File: src/rtl/fixed_string_record_filter_assert.svh
// ----------------------------------------------------------------------------
// fixed_string_record_filter assertion macros
// Concurrent assertion wrappers on clk with synchronous reset rst; they
// expand to nothing when SYNTHESIS is defined.
// ----------------------------------------------------------------------------
`ifndef FIXED_STRING_RECORD_FILTER_ASSERT_SVH
`define FIXED_STRING_RECORD_FILTER_ASSERT_SVH

`ifndef SYNTHESIS
// same-cycle implication
`define FSRF_ASSERT_IMP(label, ante, cons) \
  label: assert property (@(posedge clk) disable iff (rst) (ante) |-> (cons)) \
    else $error("fsrf assertion failed");
// next-cycle implication
`define FSRF_ASSERT_NXT(label, ante, cons) \
  label: assert property (@(posedge clk) disable iff (rst) (ante) |=> (cons)) \
    else $error("fsrf assertion failed");
`else
`define FSRF_ASSERT_IMP(label, ante, cons)
`define FSRF_ASSERT_NXT(label, ante, cons)
`endif

`endif

File: src/rtl/fsrf_pkg.sv
// ----------------------------------------------------------------------------
// fsrf_pkg
// Shared constants, pattern kind codes and register indexes of the record
// filter.
// ----------------------------------------------------------------------------
package fsrf_pkg;

  // register file slots and field widths
  localparam int SLOTS     = 4;
  localparam int BYTE_W    = 8;
  localparam int PAT_W     = 64;
  localparam int LEN_W     = 4;
  localparam int KIND_W    = 2;
  localparam int COUNT_W   = 3;
  localparam int KINDS_W   = SLOTS * KIND_W;
  localparam int LENS_W    = SLOTS * LEN_W;
  localparam int DATA_W    = 64;
  localparam int ADDR_W    = 6;
  localparam int REG_IDX_W = 3;

  // default longest pattern in bytes
  localparam int PATTERN_BYTES_DEF = 8;

  // reset value of the kinds register: every slot disabled
  localparam logic [KINDS_W-1:0] KINDS_RESET = '1;

  typedef enum logic [KIND_W-1:0] {
    KIND_NOT  = 2'd0,
    KIND_MUST = 2'd1,
    KIND_IF   = 2'd2,
    KIND_OFF  = 2'd3
  } kind_t;

  typedef enum logic [REG_IDX_W-1:0] {
    REG_COUNT   = 3'd0,
    REG_KINDS   = 3'd1,
    REG_LENGTHS = 3'd2,
    REG_PAT0    = 3'd3,
    REG_PAT1    = 3'd4,
    REG_PAT2    = 3'd5,
    REG_PAT3    = 3'd6
  } reg_idx_t;

endpackage

File: src/rtl/fixed_string_record_filter.sv
// ----------------------------------------------------------------------------
// fixed_string_record_filter
// Result: a record's last byte is registered in the input stage, then sets the result register.
// Throughput: one byte per cycle; a record end waits only on an untaken result.
// Reset: rst clears window, fill, found and held flags, handshake and registers.
// ----------------------------------------------------------------------------
module fixed_string_record_filter #(
  parameter int PATTERN_BYTES = fsrf_pkg::PATTERN_BYTES_DEF
) (
  input  logic                           clk,
  input  logic                           rst,
  // record byte channel
  input  logic                           text_valid,
  output logic                           text_ready,
  input  logic [fsrf_pkg::BYTE_W-1:0]    text_byte,
  input  logic                           end_of_record,
  // result channel
  output logic                           result_valid,
  input  logic                           result_ready,
  output logic                           reject,
  output logic [fsrf_pkg::SLOTS-1:0]     if_absent_flags,
  // register port
  input  logic                           psel,
  input  logic                           penable,
  input  logic                           pwrite,
  input  logic [fsrf_pkg::ADDR_W-1:0]    paddr,
  input  logic [fsrf_pkg::DATA_W-1:0]    pwdata,
  output logic [fsrf_pkg::DATA_W-1:0]    prdata,
  output logic                           pready
);
  import fsrf_pkg::*;

  `include "fixed_string_record_filter_assert.svh"

  localparam int WIN_D  = (PATTERN_BYTES > 1) ? PATTERN_BYTES - 1 : 1;
  localparam int FILL_W = (PATTERN_BYTES > 1) ? $clog2(PATTERN_BYTES) : 1;
  localparam logic [FILL_W-1:0] FILL_MAX = FILL_W'(PATTERN_BYTES - 1);

  // registers
  logic [COUNT_W-1:0]           pattern_count;
  logic [KINDS_W-1:0]           pattern_kinds;
  logic [LENS_W-1:0]            pattern_lengths;
  logic [SLOTS-1:0][PAT_W-1:0]  patterns;
  reg_idx_t                     reg_idx;
  logic                         reg_write;

  // input stage
  logic                         s1_valid;
  logic [BYTE_W-1:0]            s1_byte;
  logic                         s1_last;
  logic                         s1_advance;

  // record state
  logic [WIN_D-1:0][BYTE_W-1:0] window;
  logic [WIN_D-1:0][BYTE_W-1:0] window_next;
  logic [FILL_W-1:0]            window_fill;
  logic [FILL_W-1:0]            fill_next;
  logic [SLOTS-1:0]             found_flags;
  logic [SLOTS-1:0]             found_next;
  logic [SLOTS-1:0]             held_if_flags;
  logic [SLOTS-1:0]             held_next;
  logic                         reject_next;

  // per-slot match results
  logic [SLOTS-1:0]             slot_hit;
  logic [SLOTS-1:0]             slot_empty;
  logic [SLOTS-1:0]             slot_active;
  logic [COUNT_W-1:0]           active_n;

  // register port decode
  assign pready    = 1'b1;
  assign reg_idx   = reg_idx_t'(paddr[ADDR_W-1:ADDR_W-REG_IDX_W]);
  assign reg_write = psel && penable && pwrite && pready;

  // register writes
  always_ff @(posedge clk) begin
    if (rst) begin
      pattern_count   <= '0;
      pattern_kinds   <= KINDS_RESET;
      pattern_lengths <= '0;
      patterns        <= '0;
    end else if (reg_write) begin
      case (reg_idx)
        REG_COUNT:   pattern_count   <= pwdata[COUNT_W-1:0];
        REG_KINDS:   pattern_kinds   <= pwdata[KINDS_W-1:0];
        REG_LENGTHS: pattern_lengths <= pwdata[LENS_W-1:0];
        REG_PAT0:    patterns[0]     <= pwdata;
        REG_PAT1:    patterns[1]     <= pwdata;
        REG_PAT2:    patterns[2]     <= pwdata;
        REG_PAT3:    patterns[3]     <= pwdata;
        default: ;
      endcase
    end
  end

  // register reads
  always_comb begin
    case (reg_idx)
      REG_COUNT:   prdata = DATA_W'(pattern_count);
      REG_KINDS:   prdata = DATA_W'(pattern_kinds);
      REG_LENGTHS: prdata = DATA_W'(pattern_lengths);
      REG_PAT0:    prdata = patterns[0];
      REG_PAT1:    prdata = patterns[1];
      REG_PAT2:    prdata = patterns[2];
      REG_PAT3:    prdata = patterns[3];
      default:     prdata = '0;
    endcase
  end

  // input stage handshake: a record end needs a free result register
  assign s1_advance = s1_valid && (!s1_last || !result_valid || result_ready);
  assign text_ready = !s1_valid || s1_advance;

  always_ff @(posedge clk) begin
    if (rst) begin
      s1_valid <= 1'b0;
    end else if (text_ready) begin
      s1_valid <= text_valid;
    end
  end

  always_ff @(posedge clk) begin
    if (text_valid && text_ready) begin
      s1_byte <= text_byte;
      s1_last <= end_of_record;
    end
  end

  // slots in use, clamped to the register slots
  assign active_n = (pattern_count > COUNT_W'(SLOTS)) ? COUNT_W'(SLOTS) : pattern_count;

  // per-slot comparators
  for (genvar s = 0; s < SLOTS; s++) begin : g_slot
    fsrf_slot_match #(
      .PATTERN_BYTES (PATTERN_BYTES),
      .WIN_D         (WIN_D),
      .FILL_W        (FILL_W)
    ) u_match (
      .pattern  (patterns[s]),
      .raw_len  (pattern_lengths[s*LEN_W +: LEN_W]),
      .cur_byte (s1_byte),
      .window   (window),
      .fill     (window_fill),
      .hit      (slot_hit[s]),
      .empty    (slot_empty[s])
    );
    assign slot_active[s] = (COUNT_W'(s) < active_n);
  end

  // found flags, reject and held if-test flags
  always_comb begin
    kind_t kind;
    found_next  = found_flags | (slot_active & (slot_hit | slot_empty));
    reject_next = 1'b0;
    held_next   = held_if_flags;
    for (int s = 0; s < SLOTS; s++) begin
      kind = kind_t'(pattern_kinds[s*KIND_W +: KIND_W]);
      if (slot_active[s]) begin
        if (kind == KIND_NOT && found_next[s])  reject_next = 1'b1;
        if (kind == KIND_MUST && !found_next[s]) reject_next = 1'b1;
      end
    end
    for (int s = 0; s < SLOTS; s++) begin
      kind = kind_t'(pattern_kinds[s*KIND_W +: KIND_W]);
      if (!reject_next && slot_active[s] && kind == KIND_IF) begin
        held_next[s] = !found_next[s];
      end
    end
  end

  // window shift, newest byte at entry 0
  always_comb begin
    window_next[0] = s1_byte;
    for (int k = 1; k < WIN_D; k++) begin
      window_next[k] = window[k-1];
    end
    fill_next = (window_fill < FILL_MAX) ? window_fill + FILL_W'(1) : window_fill;
  end

  // record state update; window, fill and found flags cleared at record end
  always_ff @(posedge clk) begin
    if (rst) begin
      window        <= '0;
      window_fill   <= '0;
      found_flags   <= '0;
      held_if_flags <= '0;
    end else if (s1_advance) begin
      if (s1_last) begin
        window        <= '0;
        window_fill   <= '0;
        found_flags   <= '0;
        held_if_flags <= held_next;
      end else begin
        window        <= window_next;
        window_fill   <= fill_next;
        found_flags   <= found_next;
      end
    end
  end

  // result register
  always_ff @(posedge clk) begin
    if (rst) begin
      result_valid <= 1'b0;
    end else if (s1_advance && s1_last) begin
      result_valid <= 1'b1;
    end else if (result_ready) begin
      result_valid <= 1'b0;
    end
  end

  always_ff @(posedge clk) begin
    if (s1_advance && s1_last) begin
      reject          <= reject_next;
      if_absent_flags <= held_next;
    end
  end

  // window and fill restart after each record end
  `FSRF_ASSERT_NXT(a_fill_clear, s1_advance && s1_last, window_fill == '0 && found_flags == '0)
  // a new result only follows a record end
  `FSRF_ASSERT_IMP(a_result_src, $rose(result_valid), $past(s1_advance && s1_last))
  // held flags move only on a record that is not rejected
  `FSRF_ASSERT_IMP(a_held_upd, !$stable(held_if_flags), $past(s1_advance && s1_last && !reject_next))
  // a record end never overwrites a result still waiting
  `FSRF_ASSERT_IMP(a_no_overrun, s1_advance && s1_last && result_valid, result_ready)

endmodule

File: src/rtl/fsrf_slot_match.sv
// ----------------------------------------------------------------------------
// fsrf_slot_match
// Checks whether one slot's pattern ends exactly at the current byte, using
// the current byte and the window of earlier bytes of the record.
// ----------------------------------------------------------------------------
module fsrf_slot_match #(
  parameter int PATTERN_BYTES = fsrf_pkg::PATTERN_BYTES_DEF,
  parameter int WIN_D         = (PATTERN_BYTES > 1) ? PATTERN_BYTES - 1 : 1,
  parameter int FILL_W        = (PATTERN_BYTES > 1) ? $clog2(PATTERN_BYTES) : 1
) (
  input  logic [fsrf_pkg::PAT_W-1:0]             pattern,
  input  logic [fsrf_pkg::LEN_W-1:0]             raw_len,
  input  logic [fsrf_pkg::BYTE_W-1:0]            cur_byte,
  input  logic [WIN_D-1:0][fsrf_pkg::BYTE_W-1:0] window,
  input  logic [FILL_W-1:0]                      fill,
  output logic                                   hit,
  output logic                                   empty
);
  import fsrf_pkg::*;

  logic [LEN_W-1:0]                      len;
  logic [PATTERN_BYTES-1:0][BYTE_W-1:0]  text;
  logic [PATTERN_BYTES-1:0]              byte_ok;
  logic [LEN_W-1:0]                      pidx;
  logic                                  fits;

  // clamp length to the longest supported pattern
  assign len   = (raw_len > LEN_W'(PATTERN_BYTES)) ? LEN_W'(PATTERN_BYTES) : raw_len;
  assign empty = (len == '0);

  // candidate text, newest byte first
  always_comb begin
    text[0] = cur_byte;
    for (int j = 1; j < PATTERN_BYTES; j++) begin
      text[j] = window[j-1];
    end
  end

  // per-position compare, pattern read backward from its last byte
  always_comb begin
    pidx = '0;
    for (int j = 0; j < PATTERN_BYTES; j++) begin
      pidx = len - LEN_W'(1) - LEN_W'(j);
      byte_ok[j] = (LEN_W'(j) >= len) ||
                   (pattern[pidx[2:0]*BYTE_W +: BYTE_W] == text[j]);
    end
  end

  // enough bytes of this record seen for the pattern to end here
  assign fits = ({1'b0, len} <= (5'(fill) + 5'd1));
  assign hit  = !empty && fits && (&byte_ok);

endmodule
File: config.mk
export PLATFORM = sky130hd
export DESIGN_NAME = fixed_string_record_filter
export DESIGN_NICKNAME = d
export VERILOG_FILES = /design/src/rtl/fsrf_pkg.sv /design/src/rtl/fixed_string_record_filter.sv /design/src/rtl/fsrf_slot_match.sv
export VERILOG_INCLUDE_DIRS = /design/src /design/src/rtl
export SDC_FILE = /design/constraint.sdc
export NUM_CORES = 1
export LEC_CHECK = 0
export BUFFER_PORTS_ARGS = -buffer_cell sky130_fd_sc_hd__clkbuf_2
export CORE_MARGIN = 1.5
export CORE_UTILIZATION = 30
export CTS_CLUSTER_DIAMETER = 100
export DETAILED_ROUTE_END_ITERATION = 7
export PLACE_DENSITY_LB_ADDON = 0.2
export SLEW_MARGIN = 20
export SYNTH_ARGS = -nofsm -noshare
export SYNTH_HDL_FRONTEND = slang
export SYNTH_SLANG_ARGS = --single-unit
File: constraint.sdc
create_clock -name clk -period 8.37 [get_ports clk]
set_input_delay 1.674 -clock clk [delete_from_list [all_inputs] [get_ports clk]]
set_output_delay 1.674 -clock clk [all_outputs]
set_load 0.01 [all_outputs]
==> results_dict.tcl <==
set metrics [dict create \
    synth_warnings 0 \
    hold_path_end "patterns[124]$_SDFFE_PP0P_" \
    nets 4174 \
    die_h_um 338.7 \
    power_mw 4.316 \
    grt_max_degree 192 \
    grt_usage_pct 32.31 \
    ys.flop_type "dfxtp_1" \
    start_kind "flop" \
    wirelength_mm 194.2 \
    ir_drop_v 0.0001605 \
    fp.dieArea_um2 114700 \
    p_comb_share_pct 10.4 \
    synth_area_um2 33810 \
    start_util_pct 30.38 \
    hold_start "patterns[124]$_SDFFE_PP0P_" \
    netlist_instances 4186 \
    drc 0 \
    h-tree-depth 2 \
    syn_avg_cell_area_um2 8.077 \
    numPortBuffers 153 \
    avgViaCountPerCell 6.392 \
    route.vias.total 35666 \
    status "complete, no violations" \
    rows 122 \
    hold_class "flop to flop" \
    hold_depth 2 \
    endpoint_kind "flop" \
    critPathKind "flop to flop" \
    cap_violations 0 \
    cts_buffers 47 \
    drv_slew 0 \
    hold_buffers 0 \
    dp_hpwl_mm 141.8 \
    synth-edff-count 14 \
    yosysUniqueCellTypes 106 \
    power.leakage_nw 12.65 \
    async_flop_share_pct 0 \
    finalSetupViolations 0 \
    switching_share_pct 28.57 \
    cpMaxStageDelayCell "xnor2_1" \
    drt_iter0_drc 5881 \
    slew_headroom_pct 14.65 \
    worst_slew_pin_slew_ps 1269 \
    clk_path_buf_depth 3 \
    p_seq_share_pct 42.2 \
    final_hold_viol_count 0 \
    cts_tree "built" \
    clk_latency_ps 620 \
    wl_per_cell_um 34.80 \
    dr.pass1.iters 6 \
    cts_sinks 366 \
    r2r-end "if_absent_flags[1]$_DFFE_PP_" \
    path_cells "nor2b_4, inv_4, ha_1, buf_4, xnor2_1, xnor2_1, mux4_2, mux2i_1, xor2_1, nand4_1, a2111oi_0, nand4_1, mux2_2, nor2_2, nand4b_1, mux2_1" \
    cts-root-buf "clkbuf_16" \
    r2r-start "pattern_lengths[0]$_SDFFE_PP0P_" \
    cts_resized 0 \
    rr_worst_depth 16 \
    slowest_delay_ps 880 \
    internal-power_mw 3.083 \
    synthesis.nets 4305 \
    drive_gt1_share_pct 15.73 \
    skew_ps 41.41 \
    finalCritPeriodShare_pct 79.05 \
    drtAntennaViolNets 0 \
    gp_congestion 1.042 \
    grt_overflow_total 0 \
    rsz0062_at_grt "no" \
    die_x_um 338.7 \
    synth_seq_cells 366 \
    io_pins 158 \
    ys_seq_area_share_pct 22.09 \
    r2r_setup_slack_ps 1750 \
    worstPathArrival_ps 6980 \
    max_freq_ghz 0.1511 \
    grt_pass1_vias 31662 \
    grt_pass1_wl_mm 263.6 \
    post-route-min-period_ps 6617 \
    clk_pin_slew_ps 60 \
    p_sw_mw 1.233 \
    post_cts_buffers 0 \
    power_density_nw_per_um2 116.2 \
    area_growth_pct 9.903 \
    cp_max_fo 12 \
    setup-tns-final_ps 0 \
    cp_data_required_time_ps 8730 \
    clock_power_share_pct 47.4 \
    antenna_found_initial 13 \
    core_um2 111300 \
]
-- worst max-delay path by stage --
stage | slack [ps] | endpoint | depth (start not counted) | start
3_3_place_gp | 2040 | if_absent_flags[1]$_DFFE_PP_ | 16 | pattern_lengths[7]$_SDFFE_PP0P_
5_1_grt | 1600 | if_absent_flags[1]$_DFFE_PP_ | 16 | pattern_lengths[7]$_SDFFE_PP0P_
4_1_cts | 2010 | if_absent_flags[1]$_DFFE_PP_ | 16 | pattern_lengths[0]$_SDFFE_PP0P_
2_1_floorplan | 2840 | if_absent_flags[1]$_DFFE_PP_ | 21 | pattern_lengths[4]$_SDFFE_PP0P_
6_report | 1750 | if_absent_flags[1]$_DFFE_PP_ | 16 | pattern_lengths[0]$_SDFFE_PP0P_
3_5_place_dp | 2020 | if_absent_flags[1]$_DFFE_PP_ | 16 | pattern_lengths[0]$_SDFFE_PP0P_
-- cells by family (layout without fill, tap and decap cells) --
family / after synthesis / count (layout) / share of synthesized area, %
simple gates: 1335 / 1335 / 18.18
xor+xnor: 292 / 292 / 7.927
compound gates: 1072 / 1072 / 21.53
other cells: 1 / 4 / 0.01109
mux: 566 / 566 / 22.80
fa+ha+maj: 33 / 33 / 1.221
buf+inv: 521 / 424 / 6.250
flops: 366 / 366 / 22.09
-- per-stage QoR --
step	std cells	area, um2	setup slack (ps)	utilization [%]	hold slack, ps
2_1_floorplan	4186	33810	2839	-	449.9
3_3_place_gp	5494	35640	2038	32.03	444.4
3_5_place_dp	5494	35640	2021	32.03	449.3
4_1_cts	5577	37150	2010	33.39	457.0
5_1_grt	5577	37150	1598	33.39	474.1
6_report	5580	37160	1753	33.39	459.5
-- cell type report --
cell class | instances | area (um2)
multi-input combinational | 3299 | 24330
clock buffer | 70 | 1384
clock inverter | 13 | 125.1
fill | 11779 | 74120
timing repair buffer | 279 | 1734
sequential | 366 | 7482
inverter | 62 | 237.7
antenna | 3 | 7.507
tap | 1488 | 1862
-- synthesized netlist by cell type, drive strengths merged, types with 30 or more instances --
cell type | instances | share of area (%)
a21oi | 339 | 5.0
buf | 148 | 2.1
nand2 | 720 | 8.0
nor3 | 39 | 0.59
xnor2 | 178 | 4.8
a211oi | 30 | 0.67
clkbuf | 311 | 3.5
nand4 | 36 | 0.67
dfxtp | 352 | 21
mux2i | 347 | 10
nand3 | 57 | 0.86
inv | 58 | 0.66
ha | 33 | 1.2
o21ai | 88 | 1.3
nand2b | 39 | 0.74
xor2 | 110 | 2.9
o22ai | 64 | 1.2
nor2 | 213 | 2.4
nor3b | 38 | 0.87
nor2b | 55 | 1.0
a31oi | 33 | 0.61
mux4 | 157 | 10
a22oi | 193 | 4.3
mux2 | 62 | 2.1
-- flip-flops by register name (all words and copies together), names as in the netlist --
signal,flops
patterns,256
window,56
pattern_lengths,16
pattern_kinds,8
s1_byte,8
found_flags,4
held_if_flags,4
if_absent_flags,4
pattern_count,3
window_fill,3
reject,1
result_valid,1
s1_last,1
s1_valid,1
-- power by group through the flow --
stage | registers [mW] | clock network [mW] | logic (mW)
2_1_floorplan | 1.82 | 0 | 0.262
3_3_place_gp | 1.86 | 0 | 0.434
3_5_place_dp | 1.86 | 0 | 0.434
4_1_cts | 1.82 | 2.07 | 0.435
5_1_grt | 1.82 | 2.14 | 0.463
6_report | 1.82 | 2.05 | 0.448
-- critical path, delay by kind of cell, from the launching register on --
| kind | cells | cell delay [ps] |
|---|---|---|
| AO/OA/AOI/OAI | 1 | 480 |
| XOR/XNOR | 3 | 1310 |
| adder cells (fa/ha/maj) | 1 | 500 |
| buffers and inverters | 2 | 360 |
| flip-flops | 1 | 470 |
| multiplexers | 4 | 1640 |
| AND/OR/NAND/NOR | 5 | 1580 |
-- placed cells by master (no fill, tap or decap), types with 36 or more instances in the layout --
| master | Yosys | final |
|---|---|---|
| a21oi_1 | 339 | 339 |
| a22oi_1 | 193 | 193 |
| buf_4 | 14 | 125 |
| clkbuf_16 | 0 | 48 |
| clkbuf_2 | 3 | 152 |
| dfxtp_1 | 352 | 344 |
| inv_1 | 46 | 46 |
| mux2_2 | 59 | 59 |
| mux2i_1 | 347 | 347 |
| mux4_2 | 157 | 157 |
| nand2_1 | 720 | 715 |
| nand2b_1 | 38 | 36 |
| nand3_1 | 56 | 56 |
| nand4_1 | 36 | 36 |
| nor2_1 | 212 | 212 |
| nor2b_1 | 55 | 50 |
| nor3_1 | 38 | 37 |
| o21ai_0 | 84 | 84 |
| o22ai_1 | 64 | 64 |
| xnor2_1 | 174 | 173 |
| xor2_1 | 108 | 108 |
-- routing by layer --
layer	track usage (%)	wire length [um]	vias up
li1	-	-	15120
met1	44.65	78960	17556
met2	43.43	75860	2584
met3	9.679	25500	404
met4	19.65	13680	2
met5	0	173	-
Note: power is estimated with default switching activity, not from simulation.
